==> config.mk <==
export PLATFORM = sky130hd
export DESIGN_NAME = url_percent_decoder
export DESIGN_NICKNAME = d
export VERILOG_FILES = /design/src/rtl/upd_pkg.sv /design/src/rtl/upd_decode.sv /design/src/rtl/upd_out_queue.sv /design/src/rtl/url_percent_decoder.sv
export SDC_FILE = /design/constraint.sdc
export NUM_CORES = 1
export LEC_CHECK = 0
export BUFFER_PORTS_ARGS = -buffer_cell sky130_fd_sc_hd__clkbuf_2
export CORE_MARGIN = 2
export CORE_UTILIZATION = 58
export CTS_CLUSTER_DIAMETER = 150
export CTS_CLUSTER_SIZE = 8
export DETAILED_ROUTE_END_ITERATION = 10
export PLACE_DENSITY_LB_ADDON = 0.25
export SYNTH_ARGS = -nofsm -noshare
export SYNTH_HDL_FRONTEND = slang
export SYNTH_SLANG_ARGS = --single-unit
==> constraint.sdc <==
create_clock -name i_clk -period 9.2 [get_ports i_clk]
set_input_delay 1.84 -clock i_clk [delete_from_list [all_inputs] [get_ports i_clk]]
set_output_delay 1.84 -clock i_clk [all_outputs]
set_load 0.005 [all_outputs]
==> src/rtl/upd_pkg.sv <==
// Shared types, character constants and the digit mapping for the URL percent decoder.
package upd_pkg;

    localparam logic [7:0] CH_PLUS    = 8'h2B;
    localparam logic [7:0] CH_PERCENT = 8'h25;
    localparam logic [7:0] CH_SPACE   = 8'h20;
    localparam logic [7:0] CH_UPPER_A = 8'h41;
    localparam logic [7:0] CH_UPPER_Z = 8'h5A;
    localparam logic [7:0] CH_LOWER_A = 8'h61;
    localparam logic [7:0] CH_LOWER_Z = 8'h7A;
    localparam logic [7:0] CH_ZERO    = 8'h30;
    localparam logic [7:0] CH_NINE    = 8'h39;
    localparam logic [5:0] LETTER_BASE = 6'd10;

    // Output queue geometry.
    localparam int QUEUE_DEPTH = 4;
    localparam int QUEUE_AW    = $clog2(QUEUE_DEPTH);
    localparam int QUEUE_CW    = $clog2(QUEUE_DEPTH + 1);

    typedef struct packed {
        logic [7:0] in_byte;
        logic       end_of_string;
    } t_in_item;

    typedef struct packed {
        logic [7:0] out_byte;
        logic       out_last;
    } t_out_item;

    // Results produced by one input item: count is 0, 1 or 2.
    typedef struct packed {
        logic [1:0] count;
        t_out_item  first;
        t_out_item  second;
    } t_upd_push;

    typedef enum logic [2:0] {
        PH_IDLE = 3'b001,
        PH_PCT  = 3'b010,
        PH_HIGH = 3'b100
    } t_phase;

    function automatic logic [5:0] digit_value(input logic [7:0] c);
        logic [5:0] v;
        v = 6'd0;
        if (c >= CH_UPPER_A && c <= CH_UPPER_Z) begin
            v = 6'(c - CH_UPPER_A) + LETTER_BASE;
        end else if (c >= CH_LOWER_A && c <= CH_LOWER_Z) begin
            v = 6'(c - CH_LOWER_A) + LETTER_BASE;
        end else if (c >= CH_ZERO && c <= CH_NINE) begin
            v = 6'(c - CH_ZERO);
        end
        return v;
    endfunction

endpackage

==> src/rtl/upd_decode.sv <==
// Escape state machine and per-byte decode producing zero, one or two results.
module upd_decode
    import upd_pkg::*;
(
    input  logic      i_clk,
    input  logic      i_rst_n,
    input  logic      i_fire,
    input  t_in_item  i_item,
    output t_upd_push o_push
);

    t_phase     r_phase, n_phase;
    logic [7:0] r_held, n_held;
    logic [5:0] w_high_digit;
    logic [5:0] w_low_digit;
    logic [7:0] w_value;
    logic [7:0] w_byte;
    logic       w_end;

    assign w_byte = i_item.in_byte;
    assign w_end  = i_item.end_of_string;

    assign w_high_digit = digit_value(r_held);
    assign w_low_digit  = digit_value(w_byte);

    // Only the low four bits of the high digit survive the multiply by sixteen mod 256.
    assign w_value = {w_high_digit[3:0], 4'b0000} + {2'b00, w_low_digit};

    always_comb begin
        n_phase = r_phase;
        n_held  = r_held;
        o_push  = '0;
        unique case (r_phase)
            PH_PCT: begin
                if (w_end) begin
                    // A percent sign cut short by the end of the string passes through.
                    o_push.count  = 2'd2;
                    o_push.first  = '{out_byte: CH_PERCENT, out_last: 1'b0};
                    o_push.second = '{out_byte: (w_byte == CH_PLUS) ? CH_SPACE : w_byte,
                                      out_last: 1'b1};
                    n_phase = PH_IDLE;
                end else begin
                    n_held  = w_byte;
                    n_phase = PH_HIGH;
                end
            end
            PH_HIGH: begin
                o_push.count = 2'd1;
                o_push.first = '{out_byte: w_value, out_last: w_end};
                n_phase      = PH_IDLE;
            end
            default: begin
                n_phase = PH_IDLE;
                if (w_byte == CH_PLUS) begin
                    o_push.count = 2'd1;
                    o_push.first = '{out_byte: CH_SPACE, out_last: w_end};
                end else if (w_byte == CH_PERCENT && !w_end) begin
                    n_phase = PH_PCT;
                end else begin
                    o_push.count = 2'd1;
                    o_push.first = '{out_byte: w_byte, out_last: w_end};
                end
            end
        endcase
        if (!i_fire) begin
            o_push.count = 2'd0;
        end
    end

    always_ff @(posedge i_clk) begin
        if (!i_rst_n) begin
            r_phase <= PH_IDLE;
            r_held  <= 8'd0;
        end else if (i_fire) begin
            r_phase <= n_phase;
            r_held  <= n_held;
        end
    end

endmodule

==> src/rtl/upd_out_queue.sv <==
// Small output queue: up to two results in per cycle, one out unless stalled.
module upd_out_queue
    import upd_pkg::*;
(
    input  logic      i_clk,
    input  logic      i_rst_n,
    input  t_upd_push i_push,
    output logic      o_room,
    output logic      o_out_valid,
    output t_out_item o_out,
    input  logic      i_out_stall
);

    t_out_item             r_mem [QUEUE_DEPTH];
    logic [QUEUE_AW-1:0]   r_wr_ptr, n_wr_ptr;
    logic [QUEUE_AW-1:0]   r_rd_ptr, n_rd_ptr;
    logic [QUEUE_CW-1:0]   r_count, n_count;
    logic [QUEUE_AW-1:0]   w_wr_next;
    logic                  w_pop;

    assign o_out_valid = (r_count != '0);
    assign o_out       = r_mem[r_rd_ptr];
    assign w_pop       = o_out_valid && !i_out_stall;
    assign w_wr_next   = r_wr_ptr + QUEUE_AW'(1);

    // Room for a worst-case pair, judged on the registered count alone.
    assign o_room = (r_count <= QUEUE_CW'(QUEUE_DEPTH - 2));

    always_comb begin
        n_wr_ptr = r_wr_ptr + QUEUE_AW'(i_push.count);
        n_rd_ptr = w_pop ? r_rd_ptr + QUEUE_AW'(1) : r_rd_ptr;
        n_count  = r_count + QUEUE_CW'(i_push.count) - QUEUE_CW'(w_pop);
    end

    always_ff @(posedge i_clk) begin
        if (i_push.count != 2'd0) begin
            r_mem[r_wr_ptr] <= i_push.first;
        end
        if (i_push.count == 2'd2) begin
            r_mem[w_wr_next] <= i_push.second;
        end
    end

    always_ff @(posedge i_clk) begin
        if (!i_rst_n) begin
            r_wr_ptr <= '0;
            r_rd_ptr <= '0;
            r_count  <= '0;
        end else begin
            r_wr_ptr <= n_wr_ptr;
            r_rd_ptr <= n_rd_ptr;
            r_count  <= n_count;
        end
    end

endmodule

==> src/rtl/url_percent_decoder.sv <==
// Top level of the streaming URL percent decoder.
// Usage: raw bytes of an encoded string enter on the input channel (i_in_valid, i_in,
// o_in_stall), one per transaction, with end_of_string set on the final byte.
// Decoded bytes leave on the output channel (o_out_valid, o_out, i_out_stall), with
// out_last set on the final decoded byte of each string. A plus becomes a space and a
// percent sign with two following bytes becomes one byte; a percent sign cut short by
// the end of the string passes through literally.
// Path: a byte is held in the input register, decoded combinationally and written
// into the four-entry output queue, which offers results from registered state.
// Throughput: one input byte per cycle. A byte that yields two results (a percent sign
// followed by a final byte) always comes right after one that yields none, so the queue
// keeps pace and the input stalls only when the receiver stalls.
// Reset (synchronous, active low) empties the queue, drops any held input byte and
// clears a pending escape. When the receiver stalls, the queue fills and o_in_stall
// rises while a byte is held and fewer than two entries are free; nothing is lost or reordered.
module url_percent_decoder
    import upd_pkg::*;
(
    input  logic      i_clk,
    input  logic      i_rst_n,
    input  logic      i_in_valid,
    input  t_in_item  i_in,
    output logic      o_in_stall,
    output logic      o_out_valid,
    output t_out_item o_out,
    input  logic      i_out_stall
);

    logic      r_in_valid;
    t_in_item  r_in;
    logic      w_room;
    logic      w_fire;
    t_upd_push w_push;

    assign w_fire     = r_in_valid && w_room;
    assign o_in_stall = r_in_valid && !w_room;

    always_ff @(posedge i_clk) begin
        if (!i_rst_n) begin
            r_in_valid <= 1'b0;
        end else if (!o_in_stall) begin
            r_in_valid <= i_in_valid;
        end
    end

    always_ff @(posedge i_clk) begin
        if (!o_in_stall && i_in_valid) begin
            r_in <= i_in;
        end
    end

    upd_decode u_decode (
        .i_clk   (i_clk),
        .i_rst_n (i_rst_n),
        .i_fire  (w_fire),
        .i_item  (r_in),
        .o_push  (w_push)
    );

    upd_out_queue u_queue (
        .i_clk       (i_clk),
        .i_rst_n     (i_rst_n),
        .i_push      (w_push),
        .o_room      (w_room),
        .o_out_valid (o_out_valid),
        .o_out       (o_out),
        .i_out_stall (i_out_stall)
    );

endmodule
==> results by group, run 1 <==
Drt
  • TritonRoute pass-1 iters: 5
  • DR WL/cell: 16.8 um
  • Via count: 2696
  • DR vias/cell: 6.00
  • Antenna Nets Post-Route: 0
  • Post-route DRC violation count: 0
  • Routed Wire Length: 7540 um
  • Initial DRC count: 198

Clocking
  • Total CTS buffers: 9
  • H-tree Lvls: 3
  • CTS sink count: 66
  • Resized Gates After CTS: 0
  • CTS tree: yes
  • Clock transition at path regs: 0.07 ns
  • Root Driver: clkbuf_8
  • Max Buffers Root-to-Sink: 2
  • CTS Hold Bufs: 0
  • Clk_lat worst skew: 0.35 ns
  • Setup Fix Bufs, Post-CTS: 0

Floorplanning
  • CORE AREA: 0.00639 sq mm
  • Die height: 85.6 um
  • Initial Util: 60.5%
  • Die area: 0.00733 sq mm
  • I/O Pins: 24
  • Die width: 85.6 um
  • Rows: 29

Setup path
  • Worst-case reg-to-reg path depth: 11
  • R2R Path Start: r_in[2]
  • Reg2reg setup slack: 5.61 ns
  • CP Max Fanout: 9
  • Crit path kind: flip-flop to output port
  • Crit start category: flip-flop
  • Crit end category: output port
  • Worst EP required: 7.36 ns
  • Worst Path Arrival: 1.79 ns
  • Worst r2r dst: u_queue.r_mem[3][7]

Finish
  • Commonest non-fill, non-tap cell in the layout: edfxtp_1
  • Area growth from synthesis to layout: 9.29%
  • Nets@finish: 400
  • # diodes: 0
  • Share of cells above drive strength 1: 18.5%
  • Most frequent cells in the layout: edfxtp_1 (45), o21ai_0 (27), nand2_1 (23), clkbuf_2 (23), dfxtp_1 (21)

Global routing
  • GRT Resource Usage Total: 22.6%
  • Initial antenna violation count: 0
  • GR Overflow Total: 0
  • Largest net degree at the start of global routing: 21
  • Global-route wire length before repair: 12600 um
  • Vias in the first global route: 2581

Power and ir drop
  • Pint: 585 uW
  • Pwr dens: 190 mW/mm^2
  • Gate power share: 19.8%
  • Reg power frac: 47.5%
  • Clock group share of total power: 32.7%
  • VDD IR max: 0.000172 V
  • Net Sw Frac: 27.1%
  • Psw: 218 uW
  • Lkg Pwr: 0.00158 uW

Synthesis
  • Synth top area share: 35.0%
  • Post-Synthesis Cell Area: 0.00386 sq mm
  • Syn Nets: 384
  • Sequential fraction of the synthesis area: 45.8%
  • Synth Register Bits: 66
  • Post-synth EDFFs: 45
  • Syn Inst Count: 351
  • Mean Syn Cell Area: 11.0 sq um
  • Synth area leaders: edfxtp_1 (35%), dfxtp_1 (11%), ha_1 (5.8%)
  • Library cells used by synthesis: 70
  • Fraction of registers with async set/reset: 0%
  • Number of synthesis warnings: 0
  • Post-synth top area cell: edfxtp_1
  • Post-synth top flop: edfxtp_1

Timing
  • Fin Setup TNS: 0 ns
  • Period utilisation layout: 39.5%
  • Final Max Slew Viols: 0
  • Slew margin rel.: 40.5%
  • Endpoints failing hold: 0
  • Final setup violating endpoints: 0
  • Unrepaired setup endpoints after global routing: no
  • Minimum clock period: 3.63 ns
  • Worst clock skew: 0.00892 ns
  • Final hold slack: 0.530 ns
  • Slew @ Worst Pin: 0.887 ns
  • Fmax: 275 MHz

Placed design
  • Port Buffers: 23
  • Placer Congestion: 0.843
  • Dpl hpwl: 5560 um

Worst hold path
  • HP Class: flip-flop to flip-flop
  • HP Start: r_in_valid
  • WHS Path Cells: 2
  • Sink of the worst hold path: u_decode.r_phase[1]

Job
  • Max-Cap Viols: 0

Run status
  • Status: completed
[logic make-up after synthesis]
logic type                 share of synthesized area, %
and+or+nand+nor                                    16.9
AOI/OAI and AO/OA                                  16.3
DFF                                                45.8
buffers and inverters                              3.69
adders and majority gates                          6.86
muxes                                              7.90
xor gates and xnor gates                           2.49
[routing by layer]
metal	share of wire, %	global-route usage [%]
met1	46	30.3
met2	48	36.2
met3	4.2	4.43
met4	2.2	9.24
met5	0	0
[synth_stat cells, drive strengths merged (2+ instances only)]
master / number
o31ai: 6
buf: 6
and3: 4
o21ai: 27
fa: 2
a32oi: 5
and2: 8
inv: 16
o22ai: 4
a211oi: 5
mux4: 9
nand3: 8
clkbuf: 13
a21oi: 15
a2bb2oi: 2
nand2: 23
nor3b: 3
nor2: 17
a31oi: 2
o211ai: 6
nor3: 3
nand3b: 2
o21a: 3
a221oi: 2
dfxtp: 21
xor2: 3
mux2i: 8
a21boi: 3
ha: 18
mux2: 2
or2: 3
nand4: 3
nand2b: 4
xnor2: 8
nor2b: 17
edfxtp: 45
or3: 4
or3b: 4
[power groups by stage]
stage	Clock, uW	Sequential, uW	Combinational, uW
after floorplan	0	363	134
after global placement	0	386	155
after detailed placement	0	388	160
after CTS	265	382	161
after global routing	277	386	179
final	262	381	159
[worst max-delay path: stages, from the launching register on]
cell and delay (ns):
dfxtp_1 0.71, mux4_2 0.60, clkbuf_2 0.13
[worst max-delay path by stage]
| stage | startpoint | endpoint | slack, ns | cells past startpoint |
|---|---|---|---|---|
| floorplan | i_out_stall | u_queue.r_count[2] | 5.82 | 9 |
| global placement | i_out_stall | u_queue.r_count[2] | 5.70 | 10 |
| detailed placement | r_in[2] | u_queue.r_mem[3][7] | 5.63 | 11 |
| CTS | flip-flop | o_out[7] | 5.52 | 2 |
| global route | r_in[2] | u_queue.r_mem[2][7] | 5.29 | 11 |
| finish | flip-flop | o_out[7] | 5.57 | 2 |
[flip-flops by register name, summed over array words and instances (netlist names), named ones only]
signal and cells:
u_queue.r_mem 36, r_in 9, u_decode.r_held 8, u_decode.r_phase 3, u_queue.r_count 3, u_queue.r_rd_ptr 2
u_queue.r_wr_ptr 2, r_in_valid 1
[metrics by stage]
step	util, %	total power [uW]	instances	worst slack, ns	cell area [sq um]
floorplan	-	497	351	5.82	3860
global route	66.1	842	449	5.29	4220
CTS	66.1	808	449	5.52	4220
detailed placement	62.7	548	433	5.63	4010
global placement	62.7	541	433	5.70	4010
finish	66.1	802	449	5.57	4220
[layout make-up]
class | instances | area, sq um
Timing Repair Buffer | 24 | 123
Sequential cell | 66 | 1770
Tap cell | 77 | 96.3
Fill cell | 498 | 2160
Inverter | 16 | 60.1
Multi-Input combinational cell | 250 | 1960
Clock inverter | 7 | 93.8
Clock buffer | 9 | 124
Note: power is estimated with default switching activity, not from simulation.
==> run 2, diff against run 1 <==
- clock period: 9.2 -> 3.6 ns (I/O delays scaled with it)
==> run 2 against run 1 <==
Compared with the run above: critical endpoint is now u_queue.r_mem[1][8]; sequential cell count did not move; hold slack improved by 0.00073 ns; critical path depth is 10 higher; global-route usage grew 0.18 points; clock power up 130%; total power is 150% higher; combinational power grew to 2.7 times the previous value; via count is 2.4% higher.
==> results by group, run 2 (synthesized netlist as in run 1, its figures left out) <==
Run status
  • Status: completed

Worst hold path
  • WHS Path Cells: 2 (unchanged)
  • HP Class: flip-flop to flip-flop

Setup path
  • Worst Path Arrival: 3.46 ns (+1.67 ns)
  • Worst-case reg-to-reg path depth: 12 (+1)
  • CP Max Fanout: 4 (-5)
  • CP bufs+invs: 1 (unchanged)
  • Critical path cell sequence: buf_4 > ha_1 > or4b_1 > a31oi_1 > o32ai_1 > mux2_2 > ha_1 > a21oi_1 > o22a_1 > nor2_1 > o221ai_1 > o21ai_0
  • CP max stage delay: 0.53 ns (-0.18 ns)
  • Slowest-stage cell, CP: or4b_1
  • Crit start category: flip-flop
  • Top cell family by delay on the critical path: compound AO/OA/AOI/OAI gates
  • Crit path kind: flip-flop to flip-flop
  • Worst EP required: 3.70 ns (-3.66 ns)
  • Most used cell, CP: ha_1
  • Crit end category: flip-flop
  • Critical path depth: 12 (+10)

Finish
  • # diodes: 0 (unchanged)
  • Biggest regs: u_queue.r_mem: 36 flops, r_in: 9 flops, u_decode.r_held: 8 flops
  • Layout Cells excl Fill: 458 (+2.0%)
  • Commonest non-fill, non-tap cell in the layout: edfxtp_1
  • Area growth from synthesis to layout: 10.3%
  • Biggest register: u_queue.r_mem
  • Most frequent cells in the layout: edfxtp_1 (45), o21ai_0 (26), nand2_1 (23), clkbuf_2 (23), dfxtp_1 (21)
  • Max reg flops: 36 (unchanged)
  • Nets@finish: 409 (+2.3%)
  • Share of cells above drive strength 1: 19.9% (+1.4 points)

Timing
  • Period utilisation layout: 93.5%
  • Final Max Slew Viols: 0 (unchanged)
  • Unrepaired setup endpoints after global routing: no
  • Endpoints failing hold: 0 (unchanged)
  • Slew margin rel.: 47.8% (+7.3 points)
  • Worst clock skew: 0.0110 ns (+0.00206 ns)
  • Fmax: 297 MHz
  • Final setup violating endpoints: 0 (unchanged)
  • Final hold slack: 0.531 ns (+0.000732 ns)
  • Slew @ Worst Pin: 0.779 ns (-0.108 ns)
  • Minimum clock period: 3.37 ns
  • Fin Setup TNS: 0 ns (unchanged)

Drt
  • TritonRoute pass-1 iters: 4 (-1)
  • Via count: 2761 (+2.4%)
  • Routed Wire Length: 7660 um (+1.6%)
  • DR vias/cell: 6.03 (+0.40%)
  • Antenna Nets Post-Route: 0 (unchanged)
  • Initial DRC count: 196 (-1.0%)
  • Post-route DRC violation count: 0 (unchanged)
  • DR WL/cell: 16.7 um (-0.40%)

Global routing
  • Global-route wire length before repair: 12700 um (+0.77%)
  • Vias in the first global route: 2668 (+3.4%)
  • Initial antenna violation count: 0 (unchanged)
  • GRT Resource Usage Total: 22.7% (+0.18 points)
  • Largest net degree at the start of global routing: 21 (unchanged)
  • GR Overflow Total: 0 (unchanged)

Clocking
  • CTS Hold Bufs: 0 (unchanged)
  • Total CTS buffers: 9 (unchanged)
  • Clk_lat worst skew: 0.36 ns (about the same)
  • Clock transition at path regs: 0.07 ns (about the same)
  • CTS tree: yes
  • Max Buffers Root-to-Sink: 2 (unchanged)
  • Root Driver: clkbuf_8
  • CTS sink count: 66 (unchanged)
  • H-tree Lvls: 3 (unchanged)

Power and ir drop
  • Pwr dens: 464 mW/mm^2 (+140%)
  • Clock group share of total power: 30.0% (-2.7 points)
  • Net Sw Frac: 27.6% (+0.50 points)
  • Reg power frac: 48.5% (+1.0 points)
  • Gate power share: 21.4% (+1.6 points)
  • Lkg Pwr: 0.00161 uW (+1.8%)
  • Pint: 1430 uW (+140%)
  • Psw: 547 uW (+150%)
  • VDD IR max: 0.000373 V (+120%)

Floorplanning
  • CORE AREA: 0.00639 sq mm (unchanged)
  • Rows: 29 (unchanged)
  • Die area: 0.00733 sq mm (unchanged)
  • Die width: 85.6 um (unchanged)
  • I/O Pins: 24 (unchanged)
  • Initial Util: 60.5% (unchanged)
  • Die height: 85.6 um (unchanged)

Placed design
  • Placer Congestion: 0.921 (+9.3%)
  • Cells after DPL: 440 (+1.6%)
  • Port Buffers: 23 (unchanged)
  • Dpl hpwl: 5700 um (+2.4%)

Job
  • Max-Cap Viols: 0 (unchanged)
## run 2: cell count changes in the layout (fill, tap and decap cells not counted)
cell / change
o31ai_2: -1
bufinv_16: -1
a221oi_2: +1
clkbuf_1: +2
a221oi_1: -1
o21ai_1: +1
clkinv_4: -1
buf_4: +9
o31ai_1: +1
o21ai_0: -1
## run 2: repair_timing
item,in CTS,in global routing
resized for setup,0,2
endpoints found under the setup margin,0,12
buffers inserted,0,2
hold endpoints to repair,0,0
## run 2: cell type report
type                            count  area, sq um
Fill cell                         506         2120
Multi-Input combinational cell    250         1960
Sequential cell                    66         1770
Timing Repair Buffer               33          190
Clock buffer                       11          131
Tap cell                           77         96.3
Inverter                           16         60.1
Clock inverter                      5         55.1
## run 2: layer usage
layer  vias up  wire length [um]  GRT usage [%]  part of all wire (%)
met5         -                 0              0                     0
met4         0               208           11.5                   2.7
met3        18               276           4.14                   3.6
met2        70              3690           37.4                    48
met1      1303              3480           28.9                    45
li1       1370                 -              -                     -
## run 2: final timing paths
kind / from / endpoint / slack, ns
min: r_in_valid / u_decode.r_phase[1] / 0.53
max: r_in[1] / u_queue.r_mem[1][8] / 0.23
max reg2reg: r_in[1] / u_queue.r_mem[1][8] / 0.23
min reg2reg: r_in_valid / u_decode.r_phase[1] / 0.53
## run 2: stage by stage
stage	worst slack [ns]	area, sq um	total power, uW	utilization, %
global placement	0.259	4050	1390	63.5
finish	0.234	4260	1980	66.7
global route	0.00199	4260	2090	66.7
floorplan	0.264	3860	1270	-
CTS	0.0142	4240	1990	66.4
detailed placement	0.00490	4050	1400	63.5
## run 2: power by group through the flow
stage	clock network [uW]	registers [uW]	logic, uW
6_report	594	960	424
5_1_grt	635	971	483
4_1_cts	605	962	424
3_5_place_dp	0	979	421
3_3_place_gp	0	978	411
2_1_floorplan	0	927	343
## run 2: worst min-delay path: cells and delay by family, from the launching register on
family           cells  cell delay, ns
AND/OR/NAND/NOR      1            0.07
flip-flops           1            0.33
AO/OA/AOI/OAI        1            0.07
